$ cat src/hw/rtl/bounded_disorder_reorder_buffer_assert.svh
// Assertion macros shared by the reorder buffer RTL.
`ifndef BOUNDED_DISORDER_REORDER_BUFFER_ASSERT_SVH
`define BOUNDED_DISORDER_REORDER_BUFFER_ASSERT_SVH

// Same-cycle implication, sampled on clock, off during reset.
`define BDRB_ASSERT_SAME(label, ante, cons, msg) \
   label: assert property (@(posedge clock) disable iff (reset) (ante) |-> (cons)) \
      else $error(msg);

// Next-cycle implication, sampled on clock, off during reset.
`define BDRB_ASSERT_NEXT(label, ante, cons, msg) \
   label: assert property (@(posedge clock) disable iff (reset) (ante) |=> (cons)) \
      else $error(msg);

`endif

$ cat src/hw/rtl/bdrb_pkg.sv
package bdrb_pkg;

   localparam int DEPTH    = 32;
   localparam int CNT_W    = $clog2(DEPTH + 1);
   localparam int CONTIG_W = 16;
   localparam int POS_W    = 31;
   localparam int CARGO_W  = 8;
   localparam int SPAN_W   = 20;
   localparam int ENTRY_W  = CONTIG_W + POS_W + CARGO_W;
   localparam int DATA_W   = ((ENTRY_W + 7) / 8) * 8;

   localparam logic KIND_INSERT = 1'b0;
   localparam logic KIND_FLUSH  = 1'b1;

   // field order gives the sort key: contig, then position, then cargo
   typedef struct packed {
      logic [CONTIG_W-1:0] contig;
      logic [POS_W-1:0]    position;
      logic [CARGO_W-1:0]  cargo;
   } entry_type;

   typedef struct packed {
      logic insert;
      logic pop;
   } slot_ctrl_type;

endpackage

$ cat src/hw/rtl/bdrb_cell.sv
module bdrb_cell (
   input  logic                    clock,
   input  bdrb_pkg::slot_ctrl_type ctrl,
   input  logic                    occupied,
   input  bdrb_pkg::entry_type     new_entry,
   input  bdrb_pkg::entry_type     left_entry,
   input  logic                    left_le,
   input  bdrb_pkg::entry_type     right_entry,
   output bdrb_pkg::entry_type     entry,
   output logic                    le
);
   import bdrb_pkg::*;

   entry_type entry_ff;
   entry_type entry_in;

   // le: this slot holds a key not above the new one, so it stays put
   assign le    = occupied && (entry_ff <= new_entry);
   assign entry = entry_ff;

   always_comb begin
      entry_in = entry_ff;
      if (ctrl.pop) begin
         entry_in = right_entry;
      end else if (ctrl.insert && !le) begin
         entry_in = left_le ? new_entry : left_entry;
      end
   end

   always_ff @(posedge clock) begin
      entry_ff <= entry_in;
   end

endmodule

$ cat config.mk
export PLATFORM = sky130hd
export DESIGN_NAME = bdrb_cell
export DESIGN_NICKNAME = d
export VERILOG_FILES = /design/src/hw/rtl/bounded_disorder_reorder_buffer_assert.svh /design/src/hw/rtl/bdrb_pkg.sv /design/src/hw/rtl/bdrb_cell.sv
export SDC_FILE = /design/constraint.sdc
export NUM_CORES = 1
export LEC_CHECK = 0
export BUFFER_PORTS_ARGS = -buffer_cell sky130_fd_sc_hd__clkbuf_2
export CAP_MARGIN = 20
export CELL_PAD_IN_SITES_DETAIL_PLACEMENT = 0
export CELL_PAD_IN_SITES_GLOBAL_PLACEMENT = 1
export CORE_MARGIN = 4
export CORE_UTILIZATION = 35
export DETAILED_ROUTE_END_ITERATION = 8
export HOLD_SLACK_MARGIN = 0.12
export PLACE_DENSITY_LB_ADDON = 0.1
export SLEW_MARGIN = 5
export SYNTH_ARGS = -nofsm -noshare
export SYNTH_HDL_FRONTEND = slang
export SYNTH_SLANG_ARGS = --single-unit
$ cat constraint.sdc
create_clock -name clock -period 14.19 [get_ports clock]
set_input_delay 2.838 -clock clock [delete_from_list [all_inputs] [get_ports clock]]
set_output_delay 2.838 -clock clock [all_outputs]
set_load 0.01 [all_outputs]
==> results.ini, run 1 <==
[global_routing]
grt_pass1_wl_um=18900
antenna_found_initial=0
grt-ovfl-total=0
grt.total_usage=0.167
grt_max_degree=112
grt_pass1_vias=3987

[worst_hold_path]
whs_path_depth=5
hold_class=reg2reg

[final_layout]
drive_gt1_frac=0.363
largest_reg_flops=55
area_delta_synth_final_pct=33.0
mostFrequentLayoutCell=clkbuf_2
final_cell_mix=223 x clkbuf_2, 67 x nand2_1, 60 x o21ai_0, 58 x inv_1
finalNetCount=879
fin_area_um2=5600
diodes=0
fillCellCount=1173

[clock_tree]
cts_hold_buf=0
cts-htree-levels=2
postCtsSetupBuffers=0
clockBufferDepth=2
clk_pin_slew_worst_paths_ps=70
cts_tree=done
cts.repair.resized=0
clock-sinks=55
cts_made_buffers=5
clock_latency_ps=300
clockRootBuffer=clkbuf_16

[timing]
fin_ws_ps=6470
finClkSkew_ps=5.26
slew_viol_final=0
period_share=0.544
max_slew_margin=0.383
setup_viol=0
final-hold-violation-count=0
rsz0062_at_grt=false
min_period_ps=7720
max_slew.worst_pin.slew_ps=925
fmax_ghz=0.130
tns_ps=0

[power_and_ir_drop]
vdd_drop_max_v=0.0000399
leakagePower_nw=3.02
p_per_area_nw_per_um2=85.7

[critical_path]
critical_path_class=in2out
r2r_cells=8
crit_required_ps=11350
critPathSlowestCell=a221oi_1
crit_chain=clkbuf_2 > inv_1 > ha_1 > a21oi_1 > o21ai_0 > a221oi_1 > o311ai_0 > a211oi_2 > o21a_1 > clkbuf_2
cpMostUsedCell=clkbuf_2
crit_arrival_ps=4880
cp_max_fo=3
cpPeakStageDelay_ps=400
end_kind=output port
startpoint_type=input pin
r2r_setup_slack_ps=10740

[routing]
drtIter0Drc=88
drc_errors=0
vias=3842
viasPerCell=4.81
wl_per_cell_um=14.7
firstDrtPassIters=4
wl_um=11700
ant_nets=0

[floorplan]
die_x_um=118
num_rows=39
die_h_um=118
io_pins=226
fp.coreArea_um2=11600
start_util=0.362
die_area_um2=13800

[yosys]
syn_area_um2=4210
synth_edf_count=55
syn_inst=439
synth_nets=664
async_flop_share=0
avgSynthCellArea_um2=9.59
yosys_register_bits=55
ys.flop_type=edfxtp_1
yosys.cell_types.count=31
yosysSeqAreaShare=0.392
synth_warnings=0

[outcome]
status=completed

[placement]
placed_cell_area_um2=5460
dp_slack_ps=6460
io_buffers=225
place_congestion=0.784
dp_hpwl_um=9600

[flow_run]
cap_viol_max_count=0

[layout make-up]
type                       count  area (um2)  share of cell area
timing repair buffer         226        1140               0.203
sequential                    55        1650               0.295
clock buffer                   6         129              0.0230
tap                          143         179              0.0320
inverter                      58         218              0.0389
multi-input combinational    308        2280               0.406
clock inverter                 2        7.51             0.00134
[power by group]
part | switching (W) | leakage, nW | internal, W
clock | 0.0000586 | 0.0659 | 0.0000646
combinational | 0.0000774 | 2.38 | 0.0000655
sequential | 0.0000104 | 0.565 | 0.000203
[synthesized netlist by cell type, types with 2 or more instances]
cell type  instances  area [um2]
a21o_1             5        37.5
a21oi_1           21         105
a221oi_1           2        17.5
and4_1             2        17.5
buf_2              6        30.0
clkbuf_1          12        45.0
edfxtp_1          55        1650
ha_1              55         688
inv_1             58         218
mux2i_1           55         551
nand2_1           67         251
nand3_1            6        30.0
nand4_1            9        56.3
nor2_1             4        15.0
nor3_1             4        20.0
o21a_1             3        22.5
o21ai_0           61         305
[per-layer routing]
layer	global-route usage	part of all wire	vias up
li1	-	-	2003
met1	0.198	0.43	1708
met2	0.298	0.49	123
met3	0.0452	0.066	8
met4	0.0440	0.011	0
met5	0	0	-
[through the flow]
step / cells / utilization / total power [W] / hold WS, ps
CTS: 798 / 0.482 / 0.000489 / 1630
global route: 798 / 0.482 / 0.000515 / 1750
finish: 798 / 0.482 / 0.000480 / 1600
floorplan: 439 / - / 0.000298 / 3030
detailed placement: 790 / 0.470 / 0.000363 / 1600
global placement: 790 / 0.470 / 0.000361 / 1670
[final timing paths]
check                startpoint         to
setup / recovery  new_entry[18]         le
hold / removal         entry[1]  entry[17]
setup reg to reg      entry[10]  entry[18]
hold reg to reg        entry[1]  entry[17]
[worst max-delay path, delay by kind of cell]
kind                     cells  cell delay [ps]
AO/OA/AOI/OAI                6             1450
buffers and inverters        3              270
adder cells (fa/ha/maj)      1              320
[logic make-up (layout without fill, tap and decap cells)]
kind of cell | count (synthesis) | count (layout) | share of synthesized area
adder cells (fa/ha/maj) | 55 | 55 | 0.163
multiplexers | 55 | 55 | 0.131
buffers and inverters | 76 | 292 | 0.0696
AO/OA/AOI/OAI | 100 | 100 | 0.139
AND/OR/NAND/NOR | 98 | 98 | 0.105
flip-flops | 55 | 55 | 0.392
(Power assumes the default switching activity.)
==> run 2: changes to the inputs <==
Settings changed: ABC_AREA set to 1, CORE_UTILIZATION 35 to 29.
Clock period 14.19 ns to 7.1 ns, I/O delays scaled along.
==> run 2 against run 1 <==
Effect of this change: sequential power is 97% higher; global-route usage fell by 1.7 points; wire length grew 12%; critical path type unchanged.
==> results.ini, run 2 <==
[final_layout]
final_cell_mix=223 x clkbuf_2, 183 x nand2_1, 76 x inv_1, 59 x o21ai_1
area_delta_synth_final_pct=32.7
drive_gt1_frac=0.313
finalNetCount=1009
diodes=0
largest_reg_flops=55
mostFrequentLayoutCell=clkbuf_2

[yosys]
synth_edf_count=55
yosys_register_bits=55
async_flop_share=0
syn_area_um2=4330
avgSynthCellArea_um2=7.55
synthTopCellsByCount=184 x nand2_1, 76 x inv_1, 59 x o21ai_1
yosysSeqAreaShare=0.381
syn_inst=574
yosys.area.top_type=edfxtp_1
synth.most_common_cell=nand2_1
synth_nets=799
synth_area_leaders=edfxtp_1 38%, nand2_1 16%, ha_1 16%
ys.flop_type=edfxtp_1
synth_warnings=0
synth_top_cell_area_share=0.381
yosys.cell_types.count=24

[global_routing]
grt.total_usage=0.151
grt-ovfl-total=0
antenna_found_initial=0
grt_max_degree=109
grt_pass1_wl_um=20100
grt_pass1_vias=4262

[placement]
io_buffers=225
place_congestion=0.771
dp_hpwl_um=10500

[timing]
min_period_ps=4370
setup_viol=0
period_share=0.616
rsz0062_at_grt=false
tns_ps=0
fmax_ghz=0.229
final-hold-violation-count=0
max_slew.worst_pin.slew_ps=989
slew_viol_final=0
finClkSkew_ps=4.12
max_slew_margin=0.340

[critical_path]
critical_path_class=in2out
startpoint_type=input pin
cp_max_fo=3
crit_arrival_ps=2950
end_kind=output port
crit_required_ps=5680

[routing]
drc_errors=0
wl_per_cell_um=13.5
drtIter0Drc=93
ant_nets=0
wl_um=13100
viasPerCell=4.42
firstDrtPassIters=4
vias=4284

[clock_tree]
clock-sinks=55
cts_made_buffers=5
cts-htree-levels=2
clockRootBuffer=clkbuf_16
clockBufferDepth=2
cts_tree=done
cts_hold_buf=0
clock_latency_ps=300
postCtsSetupBuffers=0
clk_pin_slew_worst_paths_ps=70
cts.repair.resized=0

[power_and_ir_drop]
power.total_w=0.000960
leakagePower_nw=3.12
p_per_area_nw_per_um2=167
vdd_drop_max_v=0.0000781

[floorplan]
io_pins=226
start_util=0.297
num_rows=44
die_area_um2=17000
fp.coreArea_um2=14600
die_h_um=130
die_x_um=130

[worst_hold_path]
hold_class=in2reg

[flow_run]
cap_viol_max_count=0

[outcome]
status=completed

[run 2: cell types whose count changed in the layout (fill, tap and decap cells not counted), sizes merged, moves of 3 or more]
| cell | previous run | this run |
|---|---|---|
| nand2 | 67 | 188 |
| mux2i | 55 | 0 |
| o21ai | 61 | 107 |
| inv | 58 | 80 |
| nor2 | 4 | 22 |
| a21oi | 21 | 27 |
| nand4 | 9 | 4 |
| nand3 | 6 | 3 |
[run 2: critical path: stages]
cell and delay, ps:
clkbuf_2 70, inv_1 50, ha_1 290, nand2_1 70, nor2_1 220, nand4_1 120, nor3_1 240, nand4_1 120
nand2_1 110, nand2_1 70, inv_1 50, clkbuf_2 120
[run 2: cell type report]
| type | instances | area, um2 |
|---|---|---|
| inverter | 81 | 304 |
| sequential | 55 | 1650 |
| timing repair buffer | 227 | 1150 |
| multi-input combinational | 414 | 2280 |
| fill | 1570 | 8840 |
| tap | 184 | 230 |
| clock inverter | 2 | 7.51 |
| clock buffer | 6 | 129 |
[run 2: logic make-up after synthesis]
logic type | share of synthesized area
simple gates | 0.203
flops | 0.381
buf+inv | 0.0933
compound gates | 0.164
fa+ha+maj | 0.159
[run 2: worst paths after layout]
check / startpoint / endpoint / slack, ps / depth (start not counted)
setup reg to reg: entry[22] / entry[38] / 4110 / 14
hold reg to reg: entry[54] / entry[1] / 1560 / 10
setup / recovery: new_entry[14] / le / 2730 / 12
hold / removal: right_entry[3] / entry[3] / 1400 / 3
[run 2: where the power goes]
part           switching (W)  total, W  internal [W]
Clock               0.000121  0.000250      0.000129
Sequential         0.0000197  0.000421      0.000402
Combinational       0.000165  0.000288      0.000123
Total               0.000305  0.000960      0.000654
[run 2: stage by stage]
stage	hold slack (ps)	util	area [um2]	instances	setup WS (ps)
4_1_cts	1380	0.394	5750	969	2670
3_3_place_gp	1620	0.385	5610	961	2680
5_1_grt	1400	0.394	5750	969	2510
2_1_floorplan	1610	-	4330	574	3000
3_5_place_dp	1580	0.385	5610	961	2670
6_report	1400	0.394	5750	969	2730
[run 2: layer usage]
| layer | global-route usage | vias to the layer above | wire length, um |
|---|---|---|---|
| li1 | - | 2308 | - |
| met1 | 0.180 | 1839 | 5560 |
| met2 | 0.262 | 128 | 6250 |
| met3 | 0.0483 | 9 | 1080 |
| met4 | 0.0373 | 0 | 168 |
| met5 | 0 | - | 0 |
==> run 3: changes to the inputs <==
Settings changed: CORE_UTILIZATION 29 to 32.
Clock period 7.1 ns to 4.15 ns, I/O delays scaled along.
==> run 3 against run 2 <==
Effect of this change: die area down 8.8%; via count grew 0.35%; hold slack got worse by 590 ps; worst setup slack got worse by 1700 ps; global-route usage rose by 0.85 points; clock skew down 1.4 ps; wire length shrank 3.4%; largest cell class unchanged.
==> results.ini, run 3 (same netlist as run 2, synthesis figures left out) <==
[outcome]
status=completed

[critical_path]
r2r_end=entry[32]
r2r_setup_slack_ps=1660
critical_path_class=in2out
end_kind=output port
r2r_cells=14
startpoint_type=input pin
crit_required_ps=3320
cp_max_fo=3
rr_startpoint=entry[22]
crit_arrival_ps=2310

[power_and_ir_drop]
power.total_w=0.00163
p_per_area_nw_per_um2=285
leakagePower_nw=3.12
vdd_drop_max_v=0.000143

[floorplan]
io_pins=226
die_h_um=124
num_rows=42
die_x_um=124
start_util=0.327
fp.coreArea_um2=13200
die_area_um2=15500

[placement]
dp_slack_ps=953
io_buffers=225
place_congestion=0.761
dp_hpwl_um=10100
place_inst=954

[global_routing]
grt-ovfl-total=0
gr-usage-met1=0.192
grt_max_degree=109
grt_pass1_vias=4369
use_met3=0.0515
grt.total_usage=0.159
gr-usage-met2=0.277
grt_pass1_wl_um=20400
grt.busiest_layer=met2
antenna_found_initial=0

[routing]
drtIter0Drc=130
viasPerCell=4.48
drc_errors=0
firstDrtPassIters=4
wl_um=12600
ant_nets=0
vias=4299
wl_per_cell_um=13.1

[final_layout]
largest_reg_flops=55
fillCellCount=1425
drive_gt1_frac=0.315
area_delta_synth_final_pct=32.4
layout.cells.non_filler=960
diodes=0
final_cell_mix=223 x clkbuf_2, 183 x nand2_1, 76 x inv_1, 59 x o21ai_1
finalNetCount=1010
utilization=0.433
mostFrequentLayoutCell=clkbuf_2

[timing]
max_slew.worst_pin.slew_ps=1020
period_share=0.756
setup_viol=0
fin_ws_ps=1010
slew_viol_final=0
finClkSkew_ps=2.76
rsz0062_at_grt=false
tns_ps=0
max_slew_margin=0.322
min_period_ps=3140
final-hold-violation-count=0
fmax_ghz=0.319

[clock_tree]
clockBufferDepth=2
clock_latency_ps=300
cts_made_buffers=5
cts_hold_buf=0
cts-htree-levels=2
cts_tree=done
clk_pin_slew_worst_paths_ps=70
clock-sinks=55
postCtsSetupBuffers=0
clockRootBuffer=clkbuf_16
cts.repair.resized=0

[worst_hold_path]
hold_class=in2reg
whs_path_depth=3
min_to=entry[20]
min-delay-start=right_entry[20]

[flow_run]
cap_viol_max_count=0

==> run 3: cell count changes in the layout (fill, tap and decap cells not counted), sizes merged <==
cell,delta
buf,+1
clkinv,-2
==> run 3: worst max-delay path by stage <==
stage               end  slack (ps)           from
6_report             le        1010  new_entry[14]
3_5_place_dp         le         950  new_entry[14]
5_1_grt              le         820  new_entry[34]
4_1_cts              le         950  new_entry[14]
2_1_floorplan  entry[0]         640  new_entry[46]
3_3_place_gp         le         970  new_entry[14]
==> run 3: worst max-delay path, cell delays in order <==
cell	delay (ps)
clkbuf_2	80
inv_1	40
ha_1	280
nand2_1	70
nor2_1	230
nand4_1	120
nor3_1	190
nand4_1	110
nand2_1	100
nand2_1	70
inv_1	50
clkbuf_2	120
==> run 3: routing by layer <==
metal | part of all wire | routed length [um]
met5 | 0 | 0
met4 | 0.0094 | 119
met3 | 0.072 | 906
met2 | 0.48 | 6030
met1 | 0.44 | 5560
==> run 3: cell type report <==
| type | count | area [um2] | share of cell area |
|---|---|---|---|
| inverters | 81 | 304 | 0.0530 |
| flip-flops and latches | 55 | 1650 | 0.288 |
| multi-input cells | 414 | 2280 | 0.397 |
| well taps | 176 | 220 | 0.0384 |
| clock buffers | 6 | 129 | 0.0225 |
| repair buffers | 228 | 1150 | 0.201 |
==> run 3: power by group <==
part	switching [W]	total (W)	leakage (nW)	internal, W
registers	0.0000347	0.000722	0.560	0.000687
clock network	0.000202	0.000421	0.0628	0.000218
logic	0.000280	0.000492	2.50	0.000212
total	0.000516	0.00163	3.12	0.00112
==> run 3: stage by stage <==
| stage | cell area [um2] | hold slack [ps] |
|---|---|---|
| floorplan | 4330 | 1020 |
| global placement | 5610 | 1110 |
| detailed placement | 5610 | 1120 |
| CTS | 5740 | 793 |
| global route | 5740 | 813 |
| finish | 5740 | 809 |
